==> config.mk <==
export PLATFORM = sky130hd
export DESIGN_NAME = lsb_stego_payload_extractor
export DESIGN_NICKNAME = d
export VERILOG_FILES = /design/src/rtl/lsbse_pkg.sv /design/src/rtl/lsb_stego_payload_extractor.sv
export SDC_FILE = /design/constraint.sdc
export NUM_CORES = 1
export LEC_CHECK = 0
export BUFFER_PORTS_ARGS = -buffer_cell sky130_fd_sc_hd__clkbuf_2
export CORE_MARGIN = 1
export CORE_UTILIZATION = 42
export CTS_BUF_LIST = sky130_fd_sc_hd__clkbuf_4 sky130_fd_sc_hd__clkbuf_8
export CTS_CLUSTER_SIZE = 14
export DETAILED_ROUTE_END_ITERATION = 16
export GPL_ROUTABILITY_DRIVEN = 0
export GPL_TIMING_DRIVEN = 0
export SYNTH_ARGS = -nofsm -noshare
export SYNTH_HDL_FRONTEND = slang
export SYNTH_SLANG_ARGS = --single-unit
==> constraint.sdc <==
create_clock -name clock -period 8 [get_ports clock]
set_input_delay 1.6 -clock clock [delete_from_list [all_inputs] [get_ports clock]]
set_output_delay 1.6 -clock clock [all_outputs]
set_load 0.01 [all_outputs]
==> src/rtl/lsbse_pkg.sv <==
// Shared types and constants for the LSB payload extractor.
`timescale 1ns / 1ps

package lsbse_pkg;

   // Register widths and reset values
   localparam int HeaderWidth = 16;
   localparam int MagicLenWidth = 4;
   localparam int MagicWidth = 64;
   localparam int CsrDataWidth = 64;
   localparam int CsrIndexWidth = 2;

   localparam logic [HeaderWidth-1:0] HeaderReset = 16'd54;
   localparam logic [MagicLenWidth-1:0] MagicLenReset = 4'd2;
   localparam logic [MagicWidth-1:0] MagicReset = 64'd10787;
   localparam logic [MagicLenWidth-1:0] MagicLenMax = 4'd8;

   // Register indexes
   localparam logic [CsrIndexWidth-1:0] CSR_HEADER_BYTES = 2'd0;
   localparam logic [CsrIndexWidth-1:0] CSR_MAGIC_LENGTH = 2'd1;
   localparam logic [CsrIndexWidth-1:0] CSR_MAGIC_WORD = 2'd2;

   // Result kinds
   localparam logic [1:0] KIND_EXT = 2'd0;
   localparam logic [1:0] KIND_DATA = 2'd1;
   localparam logic [1:0] KIND_STATUS = 2'd2;

   // Status codes
   localparam logic [2:0] ST_OK = 3'd0;
   localparam logic [2:0] ST_MAGIC = 3'd1;
   localparam logic [2:0] ST_NEG_EXT = 3'd2;
   localparam logic [2:0] ST_ZERO_EXT = 3'd3;
   localparam logic [2:0] ST_TRUNC = 3'd4;

   // Output queue
   localparam int QueueDepth = 4;
   localparam int QueuePtrWidth = $clog2(QueueDepth);
   localparam int QueueCntWidth = $clog2(QueueDepth + 1);

   typedef enum logic [6:0] {
      PH_HEADER  = 7'b0000001,
      PH_MAGIC   = 7'b0000010,
      PH_EXTLEN  = 7'b0000100,
      PH_EXT     = 7'b0001000,
      PH_DATALEN = 7'b0010000,
      PH_DATA    = 7'b0100000,
      PH_DONE    = 7'b1000000
   } phase_type;

   typedef struct packed {
      logic [7:0] out_byte;
      logic [1:0] out_kind;
      logic [2:0] status_code;
      logic       last;
   } result_type;

endpackage

==> src/rtl/lsb_stego_payload_extractor.sv <==
// Top level of the LSB payload extractor: bit gathering, decode and output queue.
`timescale 1ns / 1ps

// Takes one image byte per beat and, after skipping header_bytes bytes, packs bit 0
// of each byte (first bit most significant) into 8-bit characters and 32-bit lengths:
// magic word, extension length, extension characters, data length, data bytes, then
// one final status beat with last set. Each input byte is decoded in the cycle it is
// accepted and its zero, one or two results land in a 4-entry output queue that
// drains one beat per cycle unless stalled. It takes a byte every cycle while the queue
// holds at most two results, so it sustains one byte per cycle when the result side
// keeps up; req_stall rises only when three or more results wait. A byte with
// image_end set closes the image (status 4 if the decode had not finished) and rearms
// for the next image. The user must write registers only while idle (not enforced).
module lsb_stego_payload_extractor (
   input  logic                                  clock,
   input  logic                                  reset,
   // image byte beats
   input  logic                                  req_valid,
   output logic                                  req_stall,
   input  logic [7:0]                            req_image_byte,
   input  logic                                  req_image_end,
   // result beats
   output logic                                  rsp_valid,
   input  logic                                  rsp_stall,
   output logic [7:0]                            rsp_out_byte,
   output logic [1:0]                            rsp_out_kind,
   output logic [2:0]                            rsp_status_code,
   output logic                                  rsp_last,
   // register writes
   input  logic                                  csr_write_en,
   input  logic [lsbse_pkg::CsrIndexWidth-1:0]   csr_index,
   input  logic [lsbse_pkg::CsrDataWidth-1:0]    csr_wdata
);
   import lsbse_pkg::*;

   // configuration registers
   logic [HeaderWidth-1:0]   header_bytes_ff;
   logic [MagicLenWidth-1:0] magic_length_ff;
   logic [MagicWidth-1:0]    magic_word_ff;

   // decode state
   phase_type              phase_ff, phase_in;
   logic [HeaderWidth-1:0] header_left_ff, header_left_in;
   logic [4:0]             bit_count_ff, bit_count_in;
   logic [31:0]            bit_shift_ff, bit_shift_in;
   logic [31:0]            item_count_ff, item_count_in;
   logic [31:0]            ext_length_ff, ext_length_in;
   logic [31:0]            data_remaining_ff, data_remaining_in;
   logic                   zero_seen_ff, zero_seen_in;

   // output queue
   result_type               queue_ff [QueueDepth];
   logic [QueuePtrWidth-1:0] wr_ptr_ff, rd_ptr_ff;
   logic [QueueCntWidth-1:0] count_ff;

   // decode results of the current beat
   logic                   accept;
   logic                   pop;
   logic                   char_valid;
   logic [7:0]             char_byte;
   logic [1:0]             char_kind;
   logic                   fin_valid;
   logic [2:0]             fin_code;
   logic [31:0]            shifted;
   logic [31:0]            item;
   logic [31:0]            count_next;
   logic                   item_full;
   logic [MagicLenWidth-1:0] magic_len_eff;
   logic [7:0]             magic_expect;
   result_type             char_res, fin_res;
   result_type             push0, push1;
   logic [1:0]             push_n;

   assign accept = req_valid & ~req_stall;
   assign pop = rsp_valid & ~rsp_stall;

   // clamp magic length to 1..8
   always_comb begin
      if (magic_length_ff == '0) begin
         magic_len_eff = MagicLenWidth'(1);
      end else if (magic_length_ff > MagicLenMax) begin
         magic_len_eff = MagicLenMax;
      end else begin
         magic_len_eff = magic_length_ff;
      end
   end

   assign magic_expect = magic_word_ff[{item_count_ff[2:0], 3'b000} +: 8];
   assign shifted = {bit_shift_ff[30:0], req_image_byte[0]};
   assign item = shifted;
   assign count_next = item_count_ff + 32'd1;

   // decode one image byte
   always_comb begin
      phase_in          = phase_ff;
      header_left_in    = header_left_ff;
      bit_count_in      = bit_count_ff;
      bit_shift_in      = bit_shift_ff;
      item_count_in     = item_count_ff;
      ext_length_in     = ext_length_ff;
      data_remaining_in = data_remaining_ff;
      zero_seen_in      = zero_seen_ff;
      char_valid        = 1'b0;
      char_byte         = item[7:0];
      char_kind         = KIND_EXT;
      fin_valid         = 1'b0;
      fin_code          = ST_OK;
      item_full         = 1'b0;

      if (accept) begin
         // header skip: count down, and on reaching zero this byte already carries a bit
         if (phase_ff == PH_HEADER) begin
            if (header_left_ff != '0) begin
               header_left_in = header_left_ff - HeaderWidth'(1);
            end else begin
               phase_in = PH_MAGIC;
            end
         end

         if (phase_in != PH_HEADER && phase_in != PH_DONE) begin
            if (phase_in == PH_EXTLEN || phase_in == PH_DATALEN) begin
               item_full = (bit_count_ff == 5'd31);
            end else begin
               item_full = (bit_count_ff == 5'd7);
            end
            if (item_full) begin
               bit_shift_in = '0;
               bit_count_in = '0;
            end else begin
               bit_shift_in = shifted;
               bit_count_in = bit_count_ff + 5'd1;
            end
         end

         if (item_full) begin
            case (phase_in)
               PH_MAGIC: begin
                  zero_seen_in  = zero_seen_ff | (item[7:0] != magic_expect);
                  item_count_in = count_next;
                  if (count_next >= {28'd0, magic_len_eff}) begin
                     if (zero_seen_in) begin
                        fin_valid = 1'b1;
                        fin_code  = ST_MAGIC;
                        phase_in  = PH_DONE;
                     end else begin
                        phase_in      = PH_EXTLEN;
                        item_count_in = '0;
                     end
                  end
               end
               PH_EXTLEN: begin
                  ext_length_in = item;
                  if (item[31]) begin
                     fin_valid = 1'b1;
                     fin_code  = ST_NEG_EXT;
                     phase_in  = PH_DONE;
                  end else begin
                     item_count_in = '0;
                     zero_seen_in  = 1'b0;
                     phase_in      = (item == '0) ? PH_DATALEN : PH_EXT;
                  end
               end
               PH_EXT: begin
                  char_valid    = 1'b1;
                  char_kind     = KIND_EXT;
                  zero_seen_in  = zero_seen_ff | (item[7:0] == 8'd0);
                  item_count_in = count_next;
                  if (count_next == ext_length_ff) begin
                     if (zero_seen_in) begin
                        fin_valid = 1'b1;
                        fin_code  = ST_ZERO_EXT;
                        phase_in  = PH_DONE;
                     end else begin
                        phase_in = PH_DATALEN;
                     end
                  end
               end
               PH_DATALEN: begin
                  if (item[31] || item == '0) begin
                     fin_valid = 1'b1;
                     fin_code  = ST_OK;
                     phase_in  = PH_DONE;
                  end else begin
                     data_remaining_in = item;
                     phase_in          = PH_DATA;
                  end
               end
               PH_DATA: begin
                  char_valid        = 1'b1;
                  char_kind         = KIND_DATA;
                  data_remaining_in = data_remaining_ff - 32'd1;
                  if (data_remaining_ff == 32'd1) begin
                     fin_valid = 1'b1;
                     fin_code  = ST_OK;
                     phase_in  = PH_DONE;
                  end
               end
               default: begin
               end
            endcase
         end

         // image end: close out an unfinished decode, then rearm
         if (req_image_end) begin
            if (phase_in != PH_DONE) begin
               fin_valid = 1'b1;
               fin_code  = ST_TRUNC;
            end
            phase_in          = PH_HEADER;
            header_left_in    = header_bytes_ff;
            bit_count_in      = '0;
            bit_shift_in      = '0;
            item_count_in     = '0;
            ext_length_in     = '0;
            data_remaining_in = '0;
            zero_seen_in      = 1'b0;
         end
      end

      // a header_bytes write during header skip reloads the countdown
      if (csr_write_en && csr_index == CSR_HEADER_BYTES && phase_ff == PH_HEADER) begin
         header_left_in = csr_wdata[HeaderWidth-1:0];
      end
   end

   // order the results of this beat: character first, then status
   always_comb begin
      char_res.out_byte    = char_byte;
      char_res.out_kind    = char_kind;
      char_res.status_code = ST_OK;
      char_res.last        = 1'b0;
      fin_res.out_byte     = 8'd0;
      fin_res.out_kind     = KIND_STATUS;
      fin_res.status_code  = fin_code;
      fin_res.last         = 1'b1;
      push0  = char_valid ? char_res : fin_res;
      push1  = fin_res;
      push_n = {1'b0, char_valid} + {1'b0, fin_valid};
   end

   // configuration registers
   always_ff @(posedge clock) begin
      if (reset) begin
         header_bytes_ff <= HeaderReset;
         magic_length_ff <= MagicLenReset;
         magic_word_ff   <= MagicReset;
      end else if (csr_write_en) begin
         case (csr_index)
            CSR_HEADER_BYTES: header_bytes_ff <= csr_wdata[HeaderWidth-1:0];
            CSR_MAGIC_LENGTH: magic_length_ff <= csr_wdata[MagicLenWidth-1:0];
            CSR_MAGIC_WORD:   magic_word_ff   <= csr_wdata[MagicWidth-1:0];
            default: begin
            end
         endcase
      end
   end

   // decode state
   always_ff @(posedge clock) begin
      if (reset) begin
         phase_ff          <= PH_HEADER;
         header_left_ff    <= HeaderReset;
         bit_count_ff      <= '0;
         bit_shift_ff      <= '0;
         item_count_ff     <= '0;
         ext_length_ff     <= '0;
         data_remaining_ff <= '0;
         zero_seen_ff      <= 1'b0;
      end else begin
         phase_ff          <= phase_in;
         header_left_ff    <= header_left_in;
         bit_count_ff      <= bit_count_in;
         bit_shift_ff      <= bit_shift_in;
         item_count_ff     <= item_count_in;
         ext_length_ff     <= ext_length_in;
         data_remaining_ff <= data_remaining_in;
         zero_seen_ff      <= zero_seen_in;
      end
   end

   // output queue payload: push up to two results per beat
   always_ff @(posedge clock) begin
      if (push_n != 2'd0) begin
         queue_ff[wr_ptr_ff] <= push0;
      end
      if (push_n == 2'd2) begin
         queue_ff[wr_ptr_ff + QueuePtrWidth'(1)] <= push1;
      end
   end

   // output queue pointers and fill
   always_ff @(posedge clock) begin
      if (reset) begin
         wr_ptr_ff <= '0;
         rd_ptr_ff <= '0;
         count_ff  <= '0;
      end else begin
         wr_ptr_ff <= wr_ptr_ff + QueuePtrWidth'(push_n);
         if (pop) begin
            rd_ptr_ff <= rd_ptr_ff + QueuePtrWidth'(1);
         end
         count_ff <= count_ff + QueueCntWidth'(push_n) - QueueCntWidth'(pop);
      end
   end

   // hold input whenever a two-result beat might not fit
   assign req_stall = (count_ff > QueueCntWidth'(QueueDepth - 2));

   assign rsp_valid       = (count_ff != '0);
   assign rsp_out_byte    = queue_ff[rd_ptr_ff].out_byte;
   assign rsp_out_kind    = queue_ff[rd_ptr_ff].out_kind;
   assign rsp_status_code = queue_ff[rd_ptr_ff].status_code;
   assign rsp_last        = queue_ff[rd_ptr_ff].last;

endmodule

# After elaboration in Yosys (flattened, before gate mapping)
# Memory sizes are Yosys's and may differ from the RTL's. A register that Yosys moved wholly into a read port is not among the register bits.
# Index checks and enable logic that the tools add are counted.
dict set report totals {
  reg_bits 247
  mem_bits_rw 56
  in_bits 80
  output_inout_bits 16
  wordCells 168
  memories 1
}
# name words word_bits read_ports rd_clocked_by_memory_dff wr line
set memory_table {}
lappend memory_table {queue_ff 4 14 1 1 2 lsb_stego_payload_extractor.sv:52} ;# result_type queue_ff [QueueDepth];
dict set report op_classes {
  addsub 10
  magnitude_cmp 3
  n_eq_ne 19
  n_shift 1
  muxes 85
  bitwise 6
  n_reduce_logical 29
}
# op n
set op_table {}
lappend op_table {{32-bit 2-to-1 mux} 11}
lappend op_table {{32-bit case mux with 3 select lines} 1}
lappend op_table {{31-bit 2-to-1 mux} 3}
lappend op_table {{7-bit 2-to-1 mux} 13}
lappend op_table {{16-bit 2-to-1 mux} 5}
lappend op_table {{32-bit case mux with 2 select lines} 1}
lappend op_table {{64-bit by 7-bit indexed part select with 8-bit output} 1}
lappend op_table {{7-bit case mux with 5 select lines} 1}
lappend op_table {{32-bit by 1-bit adder with 32-bit output, second input constant} 1}
lappend op_table {{32-bit by 1-bit equality test with 1-bit output, second input constant} 1}
lappend op_table {{32-bit equality test} 1}
lappend op_table {{32-bit by 4-bit greater-or-equal comparator with 1-bit output} 1}
lappend op_table {{32-bit zero test} 1}
lappend op_table {{32-bit by 1-bit subtractor with 32-bit output, second input constant} 1}
lappend op_table {{1-bit 2-to-1 mux} 31}
lappend op_table {{5-bit 2-to-1 mux} 4}
lappend op_table {{16-bit nonzero test} 1}
lappend op_table {{16-bit by 1-bit subtractor with 16-bit output, second input constant} 1}
lappend op_table {{14-bit 2-to-1 mux} 1}
lappend op_table {{7-bit != test, second input constant} 2}
lappend op_table {{2-bit 2-to-1 mux} 6}
lappend op_table {{3-bit nonzero test} 4}
lappend op_table {{2-bit nonzero test} 5}
lappend op_table {{3-bit 2-to-1 mux} 3}
lappend op_table {{38 further kinds} 53}

# Longest topological paths before layout
dict set report depth {
  depth_word 21
  depth_mapped 24
  ltp_nobuf 24
}

# Worst setup path before layout
# No wires, ideal clock.
dict set report synth_path {
  kind {input-to-reg}
  from {in req_image_byte[0]}
  to {reg count_ff[2]}
  setup_ps 128
  arrival_ps 4772
  required_ps 7872
  path_slack_ps 3101
  stages 18
  n_path_buf 1
  path_cell_list {clkbuf_1 -> xor2_1 -> nand3_1 -> or4_1 -> a21bo_2 -> o22ai_1 -> o211ai_1 -> o311ai_0 -> ha_1 -> inv_1 -> ha_1 -> inv_1 -> ha_1 -> inv_1 -> fa_1 -> xnor2_1 -> xnor2_1 -> nor2_1}
}
dict set report synth_between {
  elab_chain_len 14
  word_cells_on_any_way 30
}
# element line
set synth_rtl {}
lappend synth_rtl {{start, declared} lsb_stego_payload_extractor.sv:20} ;# input logic [7:0] req_image_byte,
lappend synth_rtl {{8-bit != test or 8-bit zero test (tied branches)} {lsb_stego_payload_extractor.sv:138, lsb_stego_payload_extractor.sv:166}}
lappend synth_rtl {{1-bit bitwise OR, on equally long branches} {lsb_stego_payload_extractor.sv:138, lsb_stego_payload_extractor.sv:166}}
lappend synth_rtl {{7-bit 2-to-1 mux, on equally long branches} {lsb_stego_payload_extractor.sv:141, lsb_stego_payload_extractor.sv:169}}
lappend synth_rtl {{7-bit 2-to-1 mux, on equally long branches} {lsb_stego_payload_extractor.sv:140, lsb_stego_payload_extractor.sv:168}}
lappend synth_rtl {{7-bit case mux with 5 select lines} lsb_stego_payload_extractor.sv:136} ;# case (phase_in)
lappend synth_rtl {{7-bit 2-to-1 mux} lsb_stego_payload_extractor.sv:135} ;# if (item_full) begin
lappend synth_rtl {{7-bit 2-to-1 mux} lsb_stego_payload_extractor.sv:110} ;# if (accept) begin
lappend synth_rtl {{7-bit != test} lsb_stego_payload_extractor.sv:205} ;# if (phase_in != PH_DONE) begin
lappend synth_rtl {{1-bit 2-to-1 mux} lsb_stego_payload_extractor.sv:205}
lappend synth_rtl {{1-bit 2-to-1 mux *} lsb_stego_payload_extractor.sv:204} ;# if (req_image_end) begin
lappend synth_rtl {{1-bit 2-to-1 mux *} lsb_stego_payload_extractor.sv:110}
lappend synth_rtl {{1-bit by 1-bit adder with 2-bit output *} lsb_stego_payload_extractor.sv:238} ;# push_n = {1'b0, char_valid} + {1'b0, fin_valid};
lappend synth_rtl {{3-bit by 2-bit adder with 3-bit output *} lsb_stego_payload_extractor.sv:302} ;# count_ff <= count_ff + QueueCntWidth'(push_n) - QueueCntWidth'(pop);
lappend synth_rtl {{3-bit by 1-bit subtractor with 3-bit output *} lsb_stego_payload_extractor.sv:302}
lappend synth_rtl {{end signal, assigned} lsb_stego_payload_extractor.sv:302}
lappend synth_rtl {{end, declared} lsb_stego_payload_extractor.sv:54} ;# logic [QueueCntWidth-1:0] count_ff;
# Mark *: on every way between the ends. The rest lies on a longest branch, timed or not. The select of a mux whose other input is x is not followed.
# A chain may end at the register's enable or synchronous reset.

==> metrics <==
crit path launch=item_count_ff[17]$_SDFFE_PP0P_; Tot Pwr=between 3 and 4 mW; CTS Sinks=roughly 300; syn_nets=between 2000 and 2500; CP cell instances=clkbuf_1 -> nand4_1 -> nor4_1 -> nand4_1 -> mux2i_1 -> o211ai_1 -> nor4_1 -> nand4_1 -> a21oi_1 -> a31o_2 -> o311a_1 -> ha_1 -> clkbuf_1 -> nor3_1 -> a31oi_1 -> inv_1; EDFF count, synth=12; via count=between 15000 and 20000; Port-buffer cells=86; DRT Wirelength=approximately 52000 um; largest net degree at the start of global routing=15; global-route wire length before repair=a little over 80000 um; critical path's most frequent cell=nand4_1; flop-to-flop setup slack=between 1 and 1.5 ns; #FFs+latches synth=301; clock skew=slightly above 0.03 ns; R2R depth=16; Root Driver=clkbuf_8; Worst Hold Class=reg2reg; post-synthesis cell type count=78; synth warn=0; crit end category=register; max-cap viol count=0; Hold Slack=between 0.4 and 0.5 ns; clock buffer depth=3; Worst Hold End=magic_word_ff[53]$_SDFFE_PP0P_; unrepaired setup endpoints after global routing=false; leak pwr=6.40 nW; leading area contributor after synthesis=dfxtp_1; CP max stage cell=a31oi_1; vias in the first global route=between 10000 and 15000; r2r endpoint=queue_ff[0][3]$_DFFE_PP_; row count=70; Max-slew headroom=~10%; Synth area leaders=dfxtp_1, nand2_1, a21oi_1; Post-synth ARST share=0%; worst-case vdd ir drop=approximately 120 uV; Setup Crit Path Kind=reg2reg; Die Ht=around 200 um; Slew @ Worst Pin=approximately 1.3 ns; register area share after synthesis=between 30% and 40%; Post-Synthesis Cells=roughly 2000; critical path data arrival time=between 6 and 7 ns; fin nets=roughly 2200; status=completed; crit-path max cell delay=1.00 ns; hold_buf cts=0; area grow syn2layout=13.5%; min Tclk post-route=~6.5 ns; hold_sp=magic_word_ff[53]$_SDFFE_PP0P_; Post-Syn Area per Cell=~8.1 um^2; core footprint=0.0367 mm^2; grt ovf=0; non-filler cells, final=around 2600; fin. max-slew vios=0; die width=slightly below 200 um; layout cells sized above 1=around 11%; initial antenna violation count=1; setup tns final=0 ns; Pwr Density=a little over 200 mW/mm^2; Synth Cell Area=about 0.016 mm^2; Initial DRC Count=between 1000 and 1500; Max FO, Critical Path=10; setup violators final=0; Layout fillers=around 3700; IO Pins=between 90 and 100; initial core utilization=42.8%; final period utilization=between 80% and 90%; share of the synthesized area in the top cell type=~37%; Worst Hold Depth=2; clock slew at reported path FFs=about 0.070 ns; Critical Path Start Type=register; number of setup buffers added after CTS=0; Avg WL per Cell=around 20 um; CTS H-Tree Depth=2; DIE AREA=roughly 0.038 mm^2; prevailing post-synth register cell=dfxtp_1; GRT Util Overall=about 27%; TritonCTS clock tree=done; CTS buffer count=between 50 and 60; cell total after placement=2503; First-pass DRT Iterations=5; CP required=between 8 and 9 ns; Reg2Reg Launch Point=item_count_ff[17]$_SDFFE_PP0P_; CTS resizes=0; Clk Latency, worst-skew pair=~0.63 ns; # DRC=0; fmax=between 150 and 200 MHz; antenna viol nets, final=0; HPWL after DPL=around 38000 um; Final Hold Fails=0; post-DR vias/cell=between 5 and 6
[routing by layer]
layer  vias to the layer above  GRT usage (%)  routed length (um)
met2                       648           42.9               23600
met3                       113           3.56                3210
met1                      7483           37.4               23700
li1                       7333              -                   -
met5                         -              0                   0
met4                         0           9.10                1560
[worst max-delay path by stage]
stage / to / slack [ns] / depth (start not counted)
floorplan: count_ff[2]$_SDFF_PP0_ / 3.10 / 18
finish: queue_ff[0][3]$_DFFE_PP_ / 1.50 / 16
detailed placement: queue_ff[0][1]$_DFFE_PP_ / 1.23 / 16
global route: queue_ff[0][3]$_DFFE_PP_ / 1.10 / 17
CTS: queue_ff[0][1]$_DFFE_PP_ / 1.23 / 16
global placement: queue_ff[0][1]$_DFFE_PP_ / 1.35 / 16
[stage by stage]
stage          setup WS (ns)  util (%)  area, um^2
3_5_place_dp            1.23      45.6       16700
6_report                1.50      48.6       17800
2_1_floorplan           3.10         -       15700
4_1_cts                 1.23      48.5       17800
5_1_grt                 1.10      48.5       17800
3_3_place_gp            1.35      45.6       16700
[sequential cells by signal (all words and copies together), names as in the netlist, named ones only]
signal,cells
header_bytes_ff,16
header_left_ff,16
queue_ff,52
item_count_ff,32
wr_ptr_ff,2
magic_length_ff,4
data_remaining_ff,32
ext_length_ff,32
zero_seen_ff,1
bit_count_ff,5
phase_ff,7
count_ff,3
rd_ptr_ff,2
bit_shift_ff,31
magic_word_ff,64
[cells in the final DEF, fill, tap and decap left out, types with 14 or more instances in the layout]
| cell type | count |
|---|---|
| nor4_1 | 34 |
| o21ai_0 | 60 |
| clkbuf_4 | 21 |
| a22oi_1 | 54 |
| nand3_1 | 68 |
| nor3_1 | 44 |
| a211oi_1 | 14 |
| or3_1 | 20 |
| nand4_1 | 29 |
| mux4_2 | 29 |
| inv_1 | 40 |
| dfxtp_1 | 289 |
| ha_1 | 15 |
| clkbuf_8 | 58 |
| nor2_1 | 188 |
| clkbuf_2 | 88 |
| nand3b_1 | 17 |
| nand2_1 | 326 |
| a22o_1 | 38 |
| clkbuf_1 | 137 |
| xor2_1 | 29 |
| mux2i_1 | 23 |
| a21oi_1 | 171 |
| xnor2_1 | 38 |
| o31ai_1 | 20 |
[critical path, delay by kind of cell, from the launching register on]
kind / cells / cell delay, ns
fa+ha+maj: 1 / 0.13
simple gates: 6 / 2.51
mux: 1 / 0.34
compound gates: 5 / 1.96
buf+inv: 3 / 0.93
flops: 1 / 0.31
[layout make-up]
cell class | instances | area [um^2] | area share [%]
Clock inverter | 14 | 133 | 0.744
Multi-Input combinational cell | 1449 | 8780 | 49.3
Buffer | 158 | 623 | 3.50
Sequential cell | 301 | 6150 | 34.5
Antenna cell | 1 | 2.50 | 0.0140
Clock buffer | 79 | 956 | 5.36
Tap cell | 468 | 586 | 3.29
Timing Repair Buffer | 87 | 435 | 2.44
Inverter | 41 | 154 | 0.864
[synth_stat cells (8+ instances only)]
| cell type | count |
|---|---|
| o211ai_1 | 13 |
| dfxtp_1 | 289 |
| nor2_1 | 188 |
| edfxtp_1 | 12 |
| and4_1 | 8 |
| a2111oi_0 | 9 |
| xnor2_1 | 38 |
| or3_1 | 20 |
| o32ai_1 | 8 |
| a22oi_1 | 54 |
| buf_1 | 13 |
| nor2b_1 | 13 |
| o21ai_0 | 60 |
| a22o_1 | 38 |
| nor4_1 | 35 |
| xor2_1 | 29 |
| or4_1 | 10 |
| mux4_2 | 29 |
| mux2i_1 | 23 |
| nand2b_1 | 12 |
| and2_1 | 10 |
| clkbuf_1 | 137 |
| nand2_1 | 326 |
| nand4_1 | 29 |
| a31oi_1 | 13 |
| and3_1 | 12 |
| nor3_1 | 44 |
| a21oi_1 | 171 |
| a221o_1 | 11 |
| or2_2 | 11 |
| a2bb2oi_1 | 8 |
| nand3_1 | 68 |
| o31ai_1 | 20 |
| ha_1 | 15 |
| a211oi_1 | 14 |
| inv_1 | 40 |
| nand3b_1 | 17 |
| nor3b_1 | 11 |
[power breakdown]
group	internal [mW]	switching, mW	total [mW]
clock network	0.828	0.674	1.50
registers	1.57	0.0442	1.61
logic	0.187	0.334	0.521
[cells by family (layout without fill, tap and decap cells)]
group	Yosys count	count (layout)	synth area share, %
buffers and inverters	199	379	4.95
muxes	55	55	5.84
other	0	1	0
DFF	301	301	39.1
adders and majority gates	16	16	1.32
AOI/OAI and AO/OA	484	484	20.4
xor gates and xnor gates	67	67	3.74
and+or+nand+nor	827	827	24.6
Note: power is estimated with default switching activity, not from simulation.
